--- src/base32_stream_encoder_unit_macros.svh ---
// Assertion macros used by the RTL of the base32 stream encoder.
// Each macro checks a property on the rising edge of clock, disabled in reset.
`ifndef BASE32_STREAM_ENCODER_UNIT_MACROS_SVH
`define BASE32_STREAM_ENCODER_UNIT_MACROS_SVH

`ifndef SYNTHESIS

// Same-cycle implication.
`define B32ENC_ASSERT_IMP(lbl, ante, cons, msg) \
   lbl: assert property (@(posedge clock) disable iff (reset) (ante) |-> (cons)) \
      else $error(msg);

// Next-cycle implication.
`define B32ENC_ASSERT_NXT(lbl, ante, cons, msg) \
   lbl: assert property (@(posedge clock) disable iff (reset) (ante) |=> (cons)) \
      else $error(msg);

`else

`define B32ENC_ASSERT_IMP(lbl, ante, cons, msg)
`define B32ENC_ASSERT_NXT(lbl, ante, cons, msg)

`endif

`endif

--- src/b32enc_pkg.sv ---
`timescale 1ns / 1ps

package b32enc_pkg;

   localparam int unsigned MaxCharsWidth = 10;
   localparam int unsigned CsrDataWidth = 32;
   localparam int unsigned CsrAddrWidth = 3;
   localparam int unsigned MaxResults = 3;

   localparam logic [MaxCharsWidth-1:0] MaxCharsReset = 10'd1023;
   localparam logic [CsrAddrWidth-1:0] AddrMaxChars = 3'd0;

   // Base32 alphabet with the digit two replaced by nine.
   localparam logic [6:0] SymTable [32] = '{
      7'h41, 7'h42, 7'h43, 7'h44, 7'h45, 7'h46, 7'h47, 7'h48,
      7'h49, 7'h4A, 7'h4B, 7'h4C, 7'h4D, 7'h4E, 7'h4F, 7'h50,
      7'h51, 7'h52, 7'h53, 7'h54, 7'h55, 7'h56, 7'h57, 7'h58,
      7'h59, 7'h5A, 7'h39, 7'h33, 7'h34, 7'h35, 7'h36, 7'h37
   };

   typedef struct packed {
      logic [7:0] data_byte;
      logic       last_byte;
   } req_payload_type;

   typedef struct packed {
      logic [6:0] character;
      logic       overflow;
      logic       last_char;
   } rsp_payload_type;

   // Per-message encoder state. Only the pending bits of the buffer are kept.
   typedef struct packed {
      logic [3:0]               bit_buffer;
      logic [2:0]               pending_bits;
      logic [MaxCharsWidth-1:0] chars_written;
      logic                     failed;
   } enc_state_type;

endpackage

--- src/b32enc_step.sv ---
`timescale 1ns / 1ps

// Works out all results of one byte and the state that follows it.
module b32enc_step import b32enc_pkg::*; (
   input  enc_state_type            state,
   input  req_payload_type          item,
   input  logic [MaxCharsWidth-1:0] max_chars,
   output rsp_payload_type          results [MaxResults],
   output logic [1:0]               count,
   output enc_state_type            next_state
);

   logic [11:0] buf12;
   logic [11:0] rem_bits;
   logic [3:0]  total;
   logic [3:0]  shift0;
   logic [3:0]  shift1;
   logic [3:0]  rem_cnt;
   logic        two;
   logic        has_flush;
   logic [1:0]  m_cnt;
   logic [4:0]  syms [MaxResults];
   logic [MaxResults-1:0] fail;
   logic        ovf;

   always_comb begin
      buf12 = {state.bit_buffer, item.data_byte};
      total = {1'b0, state.pending_bits} + 4'd8;
      two = (total >= 4'd10);
      shift0 = total - 4'd5;
      shift1 = total - 4'd10;
      rem_cnt = two ? shift1 : shift0;
      rem_bits = buf12 & ((12'd1 << rem_cnt) - 12'd1);
      has_flush = item.last_byte && (rem_cnt != 4'd0);
      m_cnt = 2'd1 + {1'b0, two} + {1'b0, has_flush};

      syms[0] = 5'(buf12 >> shift0);
      syms[2] = 5'(rem_bits << (4'd5 - rem_cnt));
      syms[1] = two ? 5'(buf12 >> shift1) : syms[2];

      // Result j is allowed only while chars_written + j + 1 is below the limit.
      for (int j = 0; j < MaxResults; j++) begin
         fail[j] = ({2'b00, state.chars_written} + 12'(j + 1)) >= {2'b00, max_chars};
         results[j].character = fail[j] ? 7'd0 : SymTable[syms[j]];
         results[j].overflow = fail[j];
         results[j].last_char = fail[j] || (item.last_byte && (2'(j) == m_cnt - 2'd1));
      end

      ovf = fail[0] || ((m_cnt >= 2'd2) && fail[1]) || ((m_cnt == 2'd3) && fail[2]);

      if (fail[0]) begin
         count = 2'd1;
      end else if ((m_cnt >= 2'd2) && fail[1]) begin
         count = 2'd2;
      end else if ((m_cnt == 2'd3) && fail[2]) begin
         count = 2'd3;
      end else begin
         count = m_cnt;
      end

      next_state = state;
      if (state.failed) begin
         count = 2'd0;
         if (item.last_byte) begin
            next_state = '0;
         end
      end else if (item.last_byte) begin
         next_state = '0;
      end else if (ovf) begin
         next_state.failed = 1'b1;
         next_state.bit_buffer = 4'd0;
         next_state.pending_bits = 3'd0;
      end else begin
         next_state.bit_buffer = rem_bits[3:0];
         next_state.pending_bits = rem_cnt[2:0];
         next_state.chars_written = state.chars_written + (two ? 10'd2 : 10'd1);
      end
   end

endmodule

--- src/base32_stream_encoder_unit.sv ---
`timescale 1ns / 1ps
// A byte's first character is registered into the result register once the byte is in the
// input register and the result register can take a beat. The byte stays there until all its
// results have left; the single result register drains one beat per cycle unless rsp stalls.
// A new byte is taken in the same cycle that the previous byte hands over its final result.
// Reset (synchronous, active high) empties both registers, clears the message state and
// returns max_chars to 1023.

`include "base32_stream_encoder_unit_macros.svh"

module base32_stream_encoder_unit import b32enc_pkg::*; (
   input  logic                    clock,
   input  logic                    reset,

   input  logic                    req_valid,
   output logic                    req_ready,
   input  req_payload_type         req_payload,

   output logic                    rsp_valid,
   input  logic                    rsp_ready,
   output rsp_payload_type         rsp_payload,

   input  logic                    psel,
   input  logic                    penable,
   input  logic                    pwrite,
   input  logic [CsrAddrWidth-1:0] paddr,
   input  logic [CsrDataWidth-1:0] pwdata,
   output logic [CsrDataWidth-1:0] prdata,
   output logic                    pready
);

   // The input register holds the byte being worked on. Its results are computed in one
   // combinational pass from the byte and the message state, and are moved into the result
   // register one beat per cycle while it can take one, selected by the result index.
   logic                     in_valid_ff, in_valid_in;
   req_payload_type          in_data_ff, in_data_in;
   logic [1:0]               idx_ff, idx_in;
   logic                     rsp_valid_ff, rsp_valid_in;
   rsp_payload_type          rsp_data_ff, rsp_data_in;
   enc_state_type            state_ff, state_in;
   logic [MaxCharsWidth-1:0] max_chars_ff, max_chars_in;

   rsp_payload_type results [MaxResults];
   logic [1:0]      count;
   enc_state_type   step_state;
   logic            load_ok;
   logic            item_done;
   logic            csr_write;

   b32enc_step u_step (
      .state      (state_ff),
      .item       (in_data_ff),
      .max_chars  (max_chars_ff),
      .results    (results),
      .count      (count),
      .next_state (step_state)
   );

   // The result register can take a new beat when it is empty or being drained now.
   assign load_ok = !rsp_valid_ff || rsp_ready;

   // The held byte is done when its last result moves out; with none, when load_ok holds.
   assign item_done = in_valid_ff && load_ok &&
                      ((count == 2'd0) || (idx_ff == count - 2'd1));

   assign req_ready = !in_valid_ff || item_done;

   always_comb begin
      in_valid_in = in_valid_ff;
      in_data_in = in_data_ff;
      idx_in = idx_ff;
      rsp_valid_in = rsp_valid_ff;
      rsp_data_in = rsp_data_ff;
      state_in = state_ff;

      if (rsp_valid_ff && rsp_ready) begin
         rsp_valid_in = 1'b0;
      end

      if (in_valid_ff && load_ok && (count != 2'd0)) begin
         rsp_valid_in = 1'b1;
         rsp_data_in = results[idx_ff];
         idx_in = idx_ff + 2'd1;
      end

      // The state moves on only once every result of the byte has left.
      if (item_done) begin
         in_valid_in = 1'b0;
         idx_in = 2'd0;
         state_in = step_state;
      end

      if (req_valid && req_ready) begin
         in_valid_in = 1'b1;
         in_data_in = req_payload;
      end
   end

   // The configuration port has one register, max_chars, at byte address zero.
   assign csr_write = psel && penable && pwrite;
   assign pready = 1'b1;

   always_comb begin
      max_chars_in = max_chars_ff;
      if (csr_write && (paddr == AddrMaxChars)) begin
         max_chars_in = pwdata[MaxCharsWidth-1:0];
      end
   end

   assign prdata = (paddr == AddrMaxChars) ?
                   {{(CsrDataWidth-MaxCharsWidth){1'b0}}, max_chars_ff} : '0;

   always_ff @(posedge clock) begin
      if (reset) begin
         in_valid_ff <= 1'b0;
         idx_ff <= 2'd0;
         rsp_valid_ff <= 1'b0;
         state_ff <= '0;
         max_chars_ff <= MaxCharsReset;
      end else begin
         in_valid_ff <= in_valid_in;
         idx_ff <= idx_in;
         rsp_valid_ff <= rsp_valid_in;
         state_ff <= state_in;
         max_chars_ff <= max_chars_in;
      end
   end

   // Payload registers carry no reset.
   always_ff @(posedge clock) begin
      in_data_ff <= in_data_in;
      rsp_data_ff <= rsp_data_in;
   end

   assign rsp_valid = rsp_valid_ff;
   assign rsp_payload = rsp_data_ff;

   // An overflow beat always closes the message.
   `B32ENC_ASSERT_IMP(a_ovf_is_last, rsp_valid_ff && rsp_data_ff.overflow,
                      rsp_data_ff.last_char, "overflow beat without last_char")
   // At most four bits ever wait in the buffer between bytes.
   `B32ENC_ASSERT_IMP(a_pending_range, 1'b1, state_ff.pending_bits <= 3'd4,
                      "pending bit count out of range")
   // The result index never runs past the results of the held byte.
   `B32ENC_ASSERT_IMP(a_idx_range, in_valid_ff && (idx_ff != 2'd0), idx_ff < count,
                      "result index beyond result count")
   // A failed message yields no beats.
   `B32ENC_ASSERT_IMP(a_failed_silent, in_valid_ff && state_ff.failed, count == 2'd0,
                      "results produced after overflow")
   // Finishing the last byte of a message clears the message state.
   `B32ENC_ASSERT_NXT(a_last_clears, item_done && in_data_ff.last_byte,
                      (state_ff == '0), "message state not cleared after last byte")

endmodule

--- config.mk ---
export PLATFORM = sky130hd
export DESIGN_NAME = base32_stream_encoder_unit
export DESIGN_NICKNAME = d
export VERILOG_FILES = /design/src/b32enc_pkg.sv /design/src/b32enc_step.sv /design/src/base32_stream_encoder_unit.sv
export VERILOG_INCLUDE_DIRS = /design/src /design/src/src
export SDC_FILE = /design/constraint.sdc
export NUM_CORES = 1
export LEC_CHECK = 0
export BUFFER_PORTS_ARGS = -buffer_cell sky130_fd_sc_hd__buf_2
export CORE_ASPECT_RATIO = 1.2
export CORE_UTILIZATION = 53
export DETAILED_ROUTE_END_ITERATION = 10
export PLACE_DENSITY = 0.76
export SYNTH_ARGS = -nofsm -noshare
export SYNTH_HDL_FRONTEND = slang
export SYNTH_SLANG_ARGS = --single-unit
export TNS_END_PERCENT = 1
--- constraint.sdc ---
create_clock -name clock -period 10.2 [get_ports clock]
set_clock_uncertainty 0.05 [all_clocks]
set_input_delay 1.02 -clock clock [delete_from_list [all_inputs] [get_ports clock]]
set_output_delay 1.02 -clock clock [all_outputs]
set_load 0.01 [all_outputs]
Word-level counts from Yosys, hierarchy flattened
Memory sizes are Yosys's and may differ from the RTL's.
Cells that the tools add are included.
{"block": "word_totals", "reg_bits": 50, "mem_bits_ro": 672, "input_bits": 51, "output_inout_bits": 44, "wordCells": 118, "n_memories": 3}
{"name": "(name not given)", "depth": 32, "word_bits": 7, "rd": 1, "rd_ports_with_merged_regs": 0, "write_ports": 0, "line": "b32enc_step.sv:44", "rtl": "results[j].character = fail[j] ? 7'd0 : SymTable[syms[j]];"}
{"name": "(name not given)", "depth": 32, "word_bits": 7, "rd": 1, "rd_ports_with_merged_regs": 0, "write_ports": 0, "line": "b32enc_step.sv:44"}
{"name": "(name not given)", "depth": 32, "word_bits": 7, "rd": 1, "rd_ports_with_merged_regs": 0, "write_ports": 0, "line": "b32enc_step.sv:44"}
{"block": "op_classes", "add_sub_neg": 14, "magnitude_cmp": 9, "eq_ne": 6, "n_shift": 4, "mux": 30, "bitwise": 5, "n_reduce_logical": 34}
{"cell": "$mux W7", "count": 10}
{"cell": "$mux W18", "count": 3}
{"cell": "$ge A12 B10 Y1", "count": 3}
{"cell": "$shr A12 B4 Y5", "count": 2}
{"cell": "$add A10 B2 Y11 const B", "count": 2}
{"cell": "$mux W10", "count": 2}
{"cell": "$bmux W9 S2", "count": 1}
{"cell": "$ge A6 B6 Y1 const B", "count": 3}
{"cell": "$mux W9", "count": 2}
{"cell": "$not A5 Y6", "count": 3}
{"cell": "$logic_and A1 B1 Y1", "count": 14}
{"cell": "$and A12 B12 Y12", "count": 1}
{"cell": "$shl A1 B4 Y12 const A", "count": 1}
{"cell": "$shl A12 B4 Y5", "count": 1}
{"cell": "$sub A12 B1 Y12 const B", "count": 1}
{"cell": "$add A10 B1 Y11 const B", "count": 1}
{"cell": "$add A10 B10 Y10", "count": 1}
{"cell": "$mux W2", "count": 5}
{"cell": "$logic_or A1 B1 Y1", "count": 8}
{"cell": "$reduce_bool A2 Y1", "count": 3}
{"cell": "$mux W1", "count": 5}
{"cell": "$mux W5", "count": 1}
{"cell": "$add A3 B4 Y4 const B", "count": 1}
{"cell": "$ge A4 B4 Y1 const B", "count": 1}
{"cell": "23 further kinds", "count": 27}

Longest topological paths before layout
Gate-level depths: netlist of run 1.
{"block": "depth", "depth_word": 19, "depth_mapped": 22, "depth_no_buf": 18}

Hierarchy
Synthesis of run 1 repeated with hierarchy kept, for this count alone.
{"block": "hier_totals", "hier_cells": 712, "hier_area_um2": 5987.0}
{"module": "b32enc_step", "n_inst": 1, "cells_per_inst": 480, "area_per_inst_um2": 3664.8, "seq_area_each_um2": 0.0}
{"module": "base32_stream_encoder_unit", "n_inst": 1, "cells_per_inst": 232, "area_per_inst_um2": 2322.2, "seq_area_each_um2": 1181.1}

Least setup slack after synthesis of run 1
OpenSTA, ideal clock, no wires.
{"block": "synth_timing", "path_kind": "reg2out", "from": "register state_ff[12] in the netlist's numbering", "to": "output port req_ready", "arrival_time_ns": 4.124, "required_time_ns": 9.130, "slack_ns": 5.006, "stages_incl_launch_ff": 21, "n_path_buf": 3, "cell_sequence": "dfxtp_1 > clkbuf_1 > buf_2 > inv_1 > ha_1 > buf_2 > and3b_1 > nor4_1 > nor2_1 > nand3_1 > nand2_1 > ha_1 > a21oi_1 > a21oi_1 > o21ai_0 > ha_1 > xor2_1 > a21oi_1 > o221a_2 > nor3_1 > nand2b_1"}
{"block": "synth_via", "elab_chain_cells": 17, "elab_cells_between_ends": 23, "classes_between": "add/sub (6); order compare (2); eq/ne (2); mux (5); reduce/logical (8)"}
{"item": "start: declaration", "line": "base32_stream_encoder_unit.sv:40", "rtl": "enc_state_type state_ff, state_in;"}
{"item": "start signal: assignment", "line": "base32_stream_encoder_unit.sv:124", "rtl": "state_ff <= state_in;"}
{"item": "$add A3 B4 Y4 (*)", "line": "b32enc_step.sv:28", "rtl": "total = {1'b0, state.pending_bits} + 4'd8;"}
{"item": "$sub A4 B3 Y4, or another cell as far along", "line": "b32enc_step.sv:30", "rtl": "shift0 = total - 4'd5;"}
{"item": "$mux W4", "line": "b32enc_step.sv:32", "rtl": "rem_cnt = two ? shift1 : shift0;"}
{"item": "$reduce_bool A4 Y1", "line": "b32enc_step.sv:34", "rtl": "has_flush = item.last_byte && (rem_cnt != 4'd0);"}
{"item": "$logic_and A1 B1 Y1", "line": "b32enc_step.sv:34"}
{"item": "$add A2 B1 Y2 (*)", "line": "b32enc_step.sv:35", "rtl": "m_cnt = 2'd1 + {1'b0, two} + {1'b0, has_flush};"}
{"item": "$eq A2 B2 Y1", "line": "b32enc_step.sv:55", "rtl": "end else if ((m_cnt == 2'd3) && fail[2]) begin"}
{"item": "$logic_and A1 B1 Y1", "line": "b32enc_step.sv:55"}
{"item": "$mux W2", "line": "b32enc_step.sv:55"}
{"item": "$mux W2 (*)", "line": "b32enc_step.sv:53", "rtl": "end else if ((m_cnt >= 2'd2) && fail[1]) begin"}
{"item": "$mux W2 (*)", "line": "b32enc_step.sv:51", "rtl": "if (fail[0]) begin"}
{"item": "$mux W2 (*)", "line": "b32enc_step.sv:62", "rtl": "if (state.failed) begin"}
{"item": "$sub A2 B1 Y2", "line": "base32_stream_encoder_unit.sv:64", "rtl": "((count == 2'd0) || (idx_ff == count - 2'd1));"}
{"item": "$eq A2 B2 Y1", "line": "base32_stream_encoder_unit.sv:64"}
{"item": "$logic_or A1 B1 Y1 (*)", "line": "base32_stream_encoder_unit.sv:64"}
{"item": "$logic_and A1 B1 Y1 (*)", "line": "base32_stream_encoder_unit.sv:63", "rtl": "assign item_done = in_valid_ff && load_ok &&"}
{"item": "$logic_or A1 B1 Y1 (*)", "line": "base32_stream_encoder_unit.sv:66", "rtl": "assign req_ready = !in_valid_ff || item_done;"}
{"item": "end: declaration", "line": "base32_stream_encoder_unit.sv:16", "rtl": "output logic req_ready,"}
Every way passes the cells marked *; elsewhere a longest branch is shown, timed or not.

Final worst setup path of run 1
{"block": "layout_timing", "from": "register state_ff[11] in the netlist's numbering", "to": "output port req_ready"}
Same word-level chain as after synthesis.

==> flow_metrics.env, run 1 <==
export IMPL_status="complete, no violations"
export IMPL_arrival_ps=6030
export IMPL_cts_tree="yes"
export IMPL_period_needed_ps=7100
export IMPL_grt_pass1_wl_mm=21.2
export IMPL_cts_hold_fix_buffers=0
export IMPL_relSlewSlack_pct=28.6
export IMPL_start_util_pct=54.8
export IMPL_final_core_util_pct=58.0
export IMPL_crit_type="register to output port"
export IMPL_reg2reg_depth=17
export IMPL_start_kind="register"
export IMPL_antenna_left=0
export IMPL_synth_seq_cells=50
export IMPL_numPortBuffers=49
export IMPL_regArea_mm2=0.00118
export IMPL_end_kind="output port"
export IMPL_die_h_um=113
export IMPL_holdPathEnd="rsp_valid$_SDFFE_PP0P_"
export IMPL_slowest_stage="dfxtp_1"
export IMPL_dp_hpwl_mm=9.95
export IMPL_ys_flop_type="dfxtp_1"
export IMPL_synth_xor_area_share_pct=4.63
export IMPL_drt_wl_total_mm=12.9
export IMPL_place_congestion=0.917
export IMPL_async_flop_share_pct=0
export IMPL_reg2reg_from="state_ff[11]$_SDFFE_PP0P_"
export IMPL_cts_htree_levels=2
export IMPL_cts_buffers=5
export IMPL_die_w_um=94.8
export IMPL_syn_inst=649
export IMPL_yosysWarnings=0
export IMPL_reg2reg_to="in_data_ff[5]$_DFFE_PP_"
export IMPL_slew_violations=0
export IMPL_synth_compound_area_share_pct=20.3
export IMPL_insertedDiodeCount=0
export IMPL_drt_pass1_iterations=5
export IMPL_crit_path_max_fanout=23
export IMPL_gr_usage_all_layers_pct=24.6
export IMPL_synth_adder_area_share_pct=13.4
export IMPL_max_slew_worst_pin_slew_ps=1070
export IMPL_syn_avg_cell_area_um2=8.44
export IMPL_grt_overflow_total=0
export IMPL_cts_root_buffer_cell="clkbuf_16"
export IMPL_timing_final_crit_share_pct=69.6
export IMPL_critPathTopFamily="simple AND/OR/NAND/NOR gates"
export IMPL_drc=0
export IMPL_finalSetupTns_ps=0
export IMPL_synth_seq_area_share_pct=21.6
export IMPL_synth_edf_count=18
export IMPL_synth_top_family_by_area="simple AND/OR/NAND/NOR gates"
export IMPL_p_per_area_mw_per_mm2=262
export IMPL_power_leakage_nw=2.58
export IMPL_path_common_cell="ha_1"
export IMPL_viasPerCell=6.19
export IMPL_final_common_cell="ha_1"
export IMPL_core_area_mm2=0.0100
export IMPL_dieArea_mm2=0.0108
export IMPL_fillers=909
export IMPL_vias=4924
export IMPL_fin_nets=777
export IMPL_core_rowCount=40
export IMPL_clock_sinks=50
export IMPL_rsz0062_at_grt="no"
export IMPL_clock_tree_buffer_depth=2
export IMPL_first_global_vias=4475
export IMPL_grt_max_degree=24
export IMPL_wl_per_cell_um=16.2
export IMPL_whs_path_depth=2
export IMPL_cts_resized_gates=0
export IMPL_multi_input_area_mm2=0.00391
export IMPL_synth_cell_type_count=81
export IMPL_hp_class="register to register"
export IMPL_final_layout_size_suffix_gt1_share_pct=13.9
export IMPL_max_clock_freq_mhz=141
export IMPL_reg2reg_slack_ps=3830
export IMPL_synthSimpleGateAreaFrac_pct=21.6
export IMPL_min_from="rsp_valid$_SDFFE_PP0P_"
export IMPL_path_clk_slew_ps=70
export IMPL_synth_mux_area_share_pct=9.93
export IMPL_layout_common_cells="ha_1 (57), nand2_1 (56), buf_2 (49)"
export IMPL_drt_iter0_markers=591
export IMPL_critPathBufInv=3
export IMPL_clk_latency_ps=290
export IMPL_area_delta_synth_final_pct=6.00
export IMPL_drv_cap=0
export IMPL_worstPathRequired_ps=9130
export IMPL_peakVddDrop_v=0.000123
export IMPL_setup_viol=0
export IMPL_synth_cell_area_mm2=0.00548
export IMPL_slowest_delay_ps=1020
export IMPL_hold_viol=0
export IMPL_postCtsSetupRepairBufs=0
export IMPL_io_pins=95
export IMPL_worstPathCellList="inv_1 > ha_1 > nand3_1 > nand2_1 > nand3_1 > nand2_1 > inv_1 > ha_1 > a21oi_1 > o21ai_0 > ha_1 > xor2_1 > a21oi_1 > o221a_2 > nor3_1 > nand2b_1 > buf_2"
export IMPL_antenna_found_initial=0
-- registers in the layout (all words and copies together) (netlist names) --
name and cells:
idx_ff 2, in_valid_ff 1, state_ff 18, rsp_payload 9, rsp_valid 1, in_data_ff 9
max_chars_ff 10
-- synth_stat cells (18+ instances only) --
library cell  count  share of area [%]
dfxtp_1          32                 12
nand3_1          19                1.7
nand2_1          56                3.8
nor2_1           36                2.5
xnor2_1          18                2.9
o21ai_0          27                2.5
a21oi_1          42                3.8
buf_4            23                3.2
inv_1            38                2.6
edfxtp_1         18                9.9
ha_1             57                 13
mux2i_1          24                4.4
-- where the power goes --
group / internal [W] / switching (W) / total (W)
Clock: 0.000116 / 0.0000779 / 0.000194
Combinational: 0.000416 / 0.000596 / 0.00101
Sequential: 0.000260 / 0.0000532 / 0.000314
Total: 0.000793 / 0.000727 / 0.00152
-- layout make-up --
class,count,share of cell area [%]
Inverter,38,2.46
Clock buffer,5,2.15
Tap cell,126,2.71
Multi-Input combinational cell,525,67.4
Timing Repair Buffer,49,4.22
Clock inverter,3,0.754
Sequential cell,50,20.3
-- layer usage --
layer | vias to the layer above | track usage (%) | share of wire [%]
met5 | - | 0 | 0
met4 | 0 | 8.59 | 2.3
met3 | 31 | 3.33 | 6.4
met2 | 202 | 40.7 | 48
met1 | 2301 | 32.5 | 44
li1 | 2390 | - | -
-- through the flow --
stage | setup WS (ps) | hold slack (ps) | power, W | area, um2 | cells
global placement | 3730 | 446 | 0.00127 | 5640 | 788
floorplan | 5010 | 431 | 0.00113 | 5560 | 670
global route | 2500 | 510 | 0.00164 | 5810 | 796
finish | 3100 | 457 | 0.00152 | 5810 | 796
CTS | 3170 | 463 | 0.00151 | 5810 | 796
detailed placement | 3490 | 444 | 0.00131 | 5640 | 788
-- kinds of logic after synthesis --
| family | count (synthesis) |
|---|---|
| buffers and inverters | 95 |
| XOR/XNOR | 29 |
| adder cells (fa/ha/maj) | 59 |
| flip-flops | 50 |
| other | 2 |
| multiplexers | 39 |
| AND/OR/NAND/NOR | 216 |
| AO/OA/AOI/OAI | 159 |
-- worst register-to-register path, delay by kind of cell, from the launching register on --
| family | cells | cell delay [ps] |
|---|---|---|
| adders and majority gates | 3 | 1450 |
| xor gates and xnor gates | 1 | 200 |
| DFF | 1 | 1020 |
| buffers and inverters | 2 | 630 |
| AOI/OAI and AO/OA | 4 | 630 |
| and+or+nand+nor | 7 | 2040 |
-- how the worst max path moves through the flow --
stage,cells past startpoint,end,start
2_1_floorplan,20,req_ready,state_ff[12]$_SDFFE_PP0P_
6_report,17,req_ready,state_ff[11]$_SDFFE_PP0P_
5_1_grt,17,req_ready,state_ff[11]$_SDFFE_PP0P_
4_1_cts,17,req_ready,state_ff[11]$_SDFFE_PP0P_
3_5_place_dp,17,req_ready,state_ff[11]$_SDFFE_PP0P_
3_3_place_gp,17,req_ready,state_ff[11]$_SDFFE_PP0P_
No activity file was read; power rests on OpenSTA's default activity.
==> run 2, diff against run 1 <==
==> constraint.sdc (replaced) <==
create_clock -name clock -period 6.6 [get_ports clock]
set_clock_uncertainty 0.05 [all_clocks]
set_input_delay 0.66 -clock clock [delete_from_list [all_inputs] [get_ports clock]]
set_output_delay 0.66 -clock clock [all_outputs]
set_load 0.01 [all_outputs]
==> run 2 against run 1 <==
First-iteration DRC count decreased by 19%. Hold slack improved by 5.2 ps. Count of clock-buffer cells in the layout increased by 2. Global-route usage increased by 0.44 points. Highest routed layer unchanged.
==> flow_metrics.env, run 2 (synthesis gave the netlist of run 1 again) <==
export IMPL_crit_type="register to output port"
export IMPL_hp_class="register to register"
export IMPL_gr_usage_all_layers_pct=25.0
export IMPL_fillers=913
export IMPL_path_clk_slew_ps=70
export IMPL_period_needed_ps=5980
export IMPL_wl_per_cell_um=16.5
export IMPL_grt_overflow_total=0
export IMPL_relSlewSlack_pct=33.5
export IMPL_first_global_vias=4687
export IMPL_die_w_um=94.8
export IMPL_start_kind="register"
export IMPL_place_congestion=0.923
export IMPL_largest_reg_flops=18
export IMPL_final_cells=798
export IMPL_fin_nets=779
export IMPL_status="complete, no violations"
export IMPL_start_util_pct=54.8
export IMPL_cts_resized_gates=0
export IMPL_p_per_area_mw_per_mm2=405
export IMPL_core_rowCount=40
export IMPL_top_register="state_ff"
export IMPL_slew_violations=0
export IMPL_dp_cells=790
export IMPL_area_delta_synth_final_pct=6.16
export IMPL_placed_area_mm2=0.00566
export IMPL_drt_wl_total_mm=13.1
export IMPL_dp_hpwl_mm=10.2
export IMPL_cts_root_buffer_cell="clkbuf_16"
export IMPL_drt_pass1_iterations=5
export IMPL_arrival_ps=5270
export IMPL_largest_registers="state_ff (18), max_chars_ff (10)"
export IMPL_die_h_um=113
export IMPL_core_area_mm2=0.0100
export IMPL_drc=0
export IMPL_timing_final_crit_share_pct=90.6
export IMPL_drt_iter0_markers=478
export IMPL_hold_viol=0
export IMPL_finalSetupTns_ps=0
export IMPL_post_place_ws_ps=965
export IMPL_insertedDiodeCount=0
export IMPL_power_leakage_nw=2.59
export IMPL_viasPerCell=6.27
export IMPL_cts_hold_fix_buffers=0
export IMPL_power_w=0.00236
export IMPL_grt_pass1_wl_mm=21.7
export IMPL_rsz0062_at_grt="no"
export IMPL_cts_buffers=5
export IMPL_io_pins=95
export IMPL_setup_slack_ps=621
export IMPL_antenna_left=0
export IMPL_peakVddDrop_v=0.000150
export IMPL_final_common_cell="ha_1"
export IMPL_stdcell_area_mm2=0.00582
export IMPL_vias=5000
export IMPL_cts_tree="yes"
export IMPL_max_slew_worst_pin_slew_ps=994
export IMPL_end_kind="output port"
export IMPL_clk_latency_ps=290
export IMPL_postCtsSetupRepairBufs=0
export IMPL_crit_path_max_fanout=23
export IMPL_dieArea_mm2=0.0108
export IMPL_worstPathRequired_ps=5890
export IMPL_numPortBuffers=49
export IMPL_max_clock_freq_mhz=167
export IMPL_grt_max_degree=24
export IMPL_setup_viol=0
export IMPL_clock_sinks=50
export IMPL_cts_htree_levels=2
export IMPL_final_layout_size_suffix_gt1_share_pct=13.8
export IMPL_antenna_found_initial=0
export IMPL_clock_tree_buffer_depth=2
export IMPL_drv_cap=0
export IMPL_layout_common_cells="ha_1 (57), nand2_1 (56), buf_2 (49)"
## run 2: cell count changes in the layout (fill, tap and decap cells not counted), sizes merged
cell / delta
clkinv: -1
buf: +2
clkbuf: +2
inv: -1
## run 2: worst max-delay path, cell delays in order (launching register included)
cell and delay [ps]:
dfxtp_1 310, buf_4 290, inv_1 300, ha_1 740
nand3_1 440, nand2_1 260, nand3_1 150, nand2_1 180
inv_1 80, ha_1 320, a21oi_1 170, o21ai_0 110
ha_1 330, xor2_1 210, a21oi_1 100, o221a_2 190
nor3_1 420, nand2b_1 210, buf_2 140
## run 2: layer usage
layer	track usage, %	up-vias	routed length, um	part of all wire (%)
met3	3.27	42	784	6.0
met1	32.5	2339	5720	44
met4	10.1	0	416	3.2
met5	0	-	0	0
met2	41.5	225	6210	47
li1	-	2394	-	-
## run 2: area by class of cell
class	instances	area (um2)	area share, %
flip-flops and latches	50	1180	20.3
inverters	38	143	2.45
repair buffers	51	260	4.47
clock inverters	1	30.0	0.516
clock buffers	7	133	2.28
well taps	126	158	2.71
multi-input cells	525	3910	67.3
## run 2: worst paths after layout
kind,endpoint,cells past startpoint,slack (ps),start
max,req_ready,18,620,state_ff[11]$_SDFFE_PP0P_
min,rsp_valid$_SDFFE_PP0P_,2,460,rsp_valid$_SDFFE_PP0P_
max reg2reg,in_data_ff[3]$_DFFE_PP_,18,980,state_ff[11]$_SDFFE_PP0P_
min reg2reg,rsp_valid$_SDFFE_PP0P_,2,460,rsp_valid$_SDFFE_PP0P_
## run 2: stage by stage
stage / hold slack, ps / utilization (%)
6_report: 462 / 58.1
5_1_grt: 486 / 58.1
4_1_cts: 468 / 58.1
3_5_place_dp: 449 / 56.5
3_3_place_gp: 445 / 56.5
2_1_floorplan: 431 / -
## run 2: report_power, final
group	total (W)	internal, W	leakage [nW]	switching (W)
logic	0.00161	0.000649	2.08	0.000964
registers	0.000456	0.000402	0.430	0.0000532
clock network	0.000289	0.000179	0.0781	0.000110
==> run 3, diff against run 2 <==
--- a/config.mk
+++ b/config.mk
@@ -8,9 +8,9 @@
 export LEC_CHECK = 0
 export BUFFER_PORTS_ARGS = -buffer_cell sky130_fd_sc_hd__buf_2
 export CORE_ASPECT_RATIO = 1.2
-export CORE_UTILIZATION = 53
+export CORE_UTILIZATION = 52
 export DETAILED_ROUTE_END_ITERATION = 10
-export PLACE_DENSITY = 0.76
+export PLACE_DENSITY = 0.78
 export SYNTH_ARGS = -nofsm -noshare
 export SYNTH_HDL_FRONTEND = slang
 export SYNTH_SLANG_ARGS = --single-unit
==> constraint.sdc (replaced) <==
create_clock -name clock -period 4.8 [get_ports clock]
set_clock_uncertainty 0.05 [all_clocks]
set_input_delay 0.48 -clock clock [delete_from_list [all_inputs] [get_ports clock]]
set_output_delay 0.48 -clock clock [all_outputs]
set_load 0.01 [all_outputs]
==> run 3 against run 2 <==
Cell count rose by 3.6%. Setup slack got worse by 440 ps. Sequential power is 36% higher. Clock power grew 23%. Power is 44% higher. Register-to-register slack got worse by 670 ps. Critical endpoint unchanged. Combinational power is 50% higher. Design area up 5.0%. Global-route usage increased by 0.89 points.
==> flow_metrics.env, run 3 (synthesis gave the netlist of run 1 again) <==
export IMPL_die_w_um=95.7
export IMPL_layout_common_cells="nand2_1 (56), ha_1 (54), buf_2 (49)"
export IMPL_insertedDiodeCount=0
export IMPL_fillers=886
export IMPL_core_rowCount=40
export IMPL_io_pins=95
export IMPL_max_clock_freq_mhz=216
export IMPL_grt_pass1_wl_mm=22.5
export IMPL_drc=0
export IMPL_clock_sinks=50
export IMPL_fin_nets=808
export IMPL_drt_pass1_iterations=5
export IMPL_dieArea_mm2=0.0110
export IMPL_slowest_stage="dfxtp_1"
export IMPL_place_congestion=0.886
export IMPL_grt_overflow_total=0
export IMPL_largest_reg_flops=18
export IMPL_power_leakage_nw=2.74
export IMPL_startpoint="state_ff[12]$_SDFFE_PP0P_"
export IMPL_hold_viol=0
export IMPL_largest_registers="state_ff (18), max_chars_ff (10)"
export IMPL_status="complete, no violations"
export IMPL_p_per_area_mw_per_mm2=556
export IMPL_dp_hpwl_mm=10.8
export IMPL_final_cells=827
export IMPL_timing_final_crit_share_pct=96.3
export IMPL_gr_usage_all_layers_pct=25.9
export IMPL_setup_viol=0
export IMPL_clk_latency_ps=300
export IMPL_cts_tree="yes"
export IMPL_vias=5158
export IMPL_hp_class="input pin to register"
export IMPL_path_common_cell="ha_1"
export IMPL_area_delta_synth_final_pct=11.5
export IMPL_antenna_found_initial=0
export IMPL_final_common_cell="nand2_1"
export IMPL_worstPathRequired_ps=4270
export IMPL_min_from="req_payload[3]"
export IMPL_dp_cells=815
export IMPL_relSlewSlack_pct=41.1
export IMPL_crit_type="register to output port"
export IMPL_critPathBufInv=4
export IMPL_slew_violations=0
export IMPL_cts_root_buffer_cell="clkbuf_16"
export IMPL_die_h_um=114
export IMPL_worstPathCellList="inv_1 > ha_1 > buf_6 > nand3_1 > nand2_1 > nand3_1 > nand2_1 > inv_1 > ha_1 > a21oi_2 > o21ai_1 > ha_1 > xor2_1 > a21oi_1 > o221a_2 > nor3_4 > nand2b_4 > buf_2"
export IMPL_end_kind="output port"
export IMPL_reg2reg_from="state_ff[12]$_SDFFE_PP0P_"
export IMPL_viasPerCell=6.24
export IMPL_drt_iter0_markers=523
export IMPL_finalSetupTns_ps=0
export IMPL_critPathTopFamily="simple AND/OR/NAND/NOR gates"
export IMPL_period_needed_ps=4620
export IMPL_final_core_util_pct=60.4
export IMPL_cts_hold_fix_buffers=0
export IMPL_core_area_mm2=0.0101
export IMPL_drt_wl_total_mm=14.0
export IMPL_peakVddDrop_v=0.000251
export IMPL_crit_path_max_fanout=16
export IMPL_max_slew_worst_pin_slew_ps=880
export IMPL_cts_buffers=5
export IMPL_drv_cap=0
export IMPL_grt_max_degree=24
export IMPL_clock_tree_buffer_depth=2
export IMPL_wl_per_cell_um=16.9
export IMPL_antenna_left=0
export IMPL_final_layout_size_suffix_gt1_share_pct=20.0
export IMPL_first_global_vias=4682
export IMPL_numPortBuffers=49
export IMPL_slowest_delay_ps=340
export IMPL_start_kind="register"
export IMPL_top_register="state_ff"
export IMPL_cts_htree_levels=2
export IMPL_arrival_ps=4090
export IMPL_start_util_pct=54.2
export IMPL_path_clk_slew_ps=70
==> run 3: worst register-to-register path: stages (launching register included) <==
cell and delay, ps:
dfxtp_1 340, inv_1 160, ha_1 250, buf_6 190
nand3_1 330, nand2_1 250, nand3_1 160, nand2_1 170
inv_1 80, ha_1 320, a21oi_2 150, o21ai_1 80
ha_1 300, xor2_1 190, a21oi_1 100, o221a_2 210
or3b_1 540, or3_1 390, a21oi_1 150
==> run 3: where the power goes <==
part,total [W],internal (W),leakage (nW),switching [W]
sequential,0.000621,0.000553,0.432,0.0000678
clock,0.000356,0.000194,0.0708,0.000162
combinational,0.00242,0.00102,2.23,0.00140
total,0.00340,0.00176,2.74,0.00163
==> run 3: final timing paths <==
kind / cells after the start / endpoint / slack (ps)
max: 18 / req_ready / 180
min: 1 / in_data_ff[3]$_DFFE_PP_ / 300
max reg2reg: 18 / state_ff[12]$_SDFFE_PP0P_ / 310
min reg2reg: 2 / rsp_valid$_SDFFE_PP0P_ / 460
==> run 3: timing repair <==
item                       CTS  global route
setup buffers                0             4
setup endpoints to repair    1            20
pin swaps                    0             3
resized for setup            4            21
==> run 3: metal layers <==
layer | global-route usage, % | vias up | share of wire, %
met5 | 0 | - | 0
met4 | 7.86 | 0 | 1.9
met3 | 3.19 | 28 | 6.0
met2 | 44.8 | 230 | 49
met1 | 33.2 | 2442 | 43
li1 | - | 2458 | -
==> run 3: metrics by stage <==
stage / instance area [um2] / power [W] / hold slack [ps] / setup slack (ps)
finish: 6110 / 0.00340 / 305 / 179
global route: 6110 / 0.00364 / 302 / -39.2
CTS: 6000 / 0.00331 / 304 / 26.2
detailed placement: 5850 / 0.00293 / 439 / 63.3
global placement: 5850 / 0.00282 / 445 / 245
floorplan: 5560 / 0.00240 / 431 / 68.9
==> run 3: area by class of cell <==
type	count	area, um2	area share (%)
Sequential cell	50	1180	19.4
Multi-Input combinational cell	525	3990	65.4
Timing Repair Buffer	80	489	8.01
Clock inverter	2	13.8	0.225
Inverter	38	143	2.33
Tap cell	126	158	2.58
Clock buffer	6	129	2.11
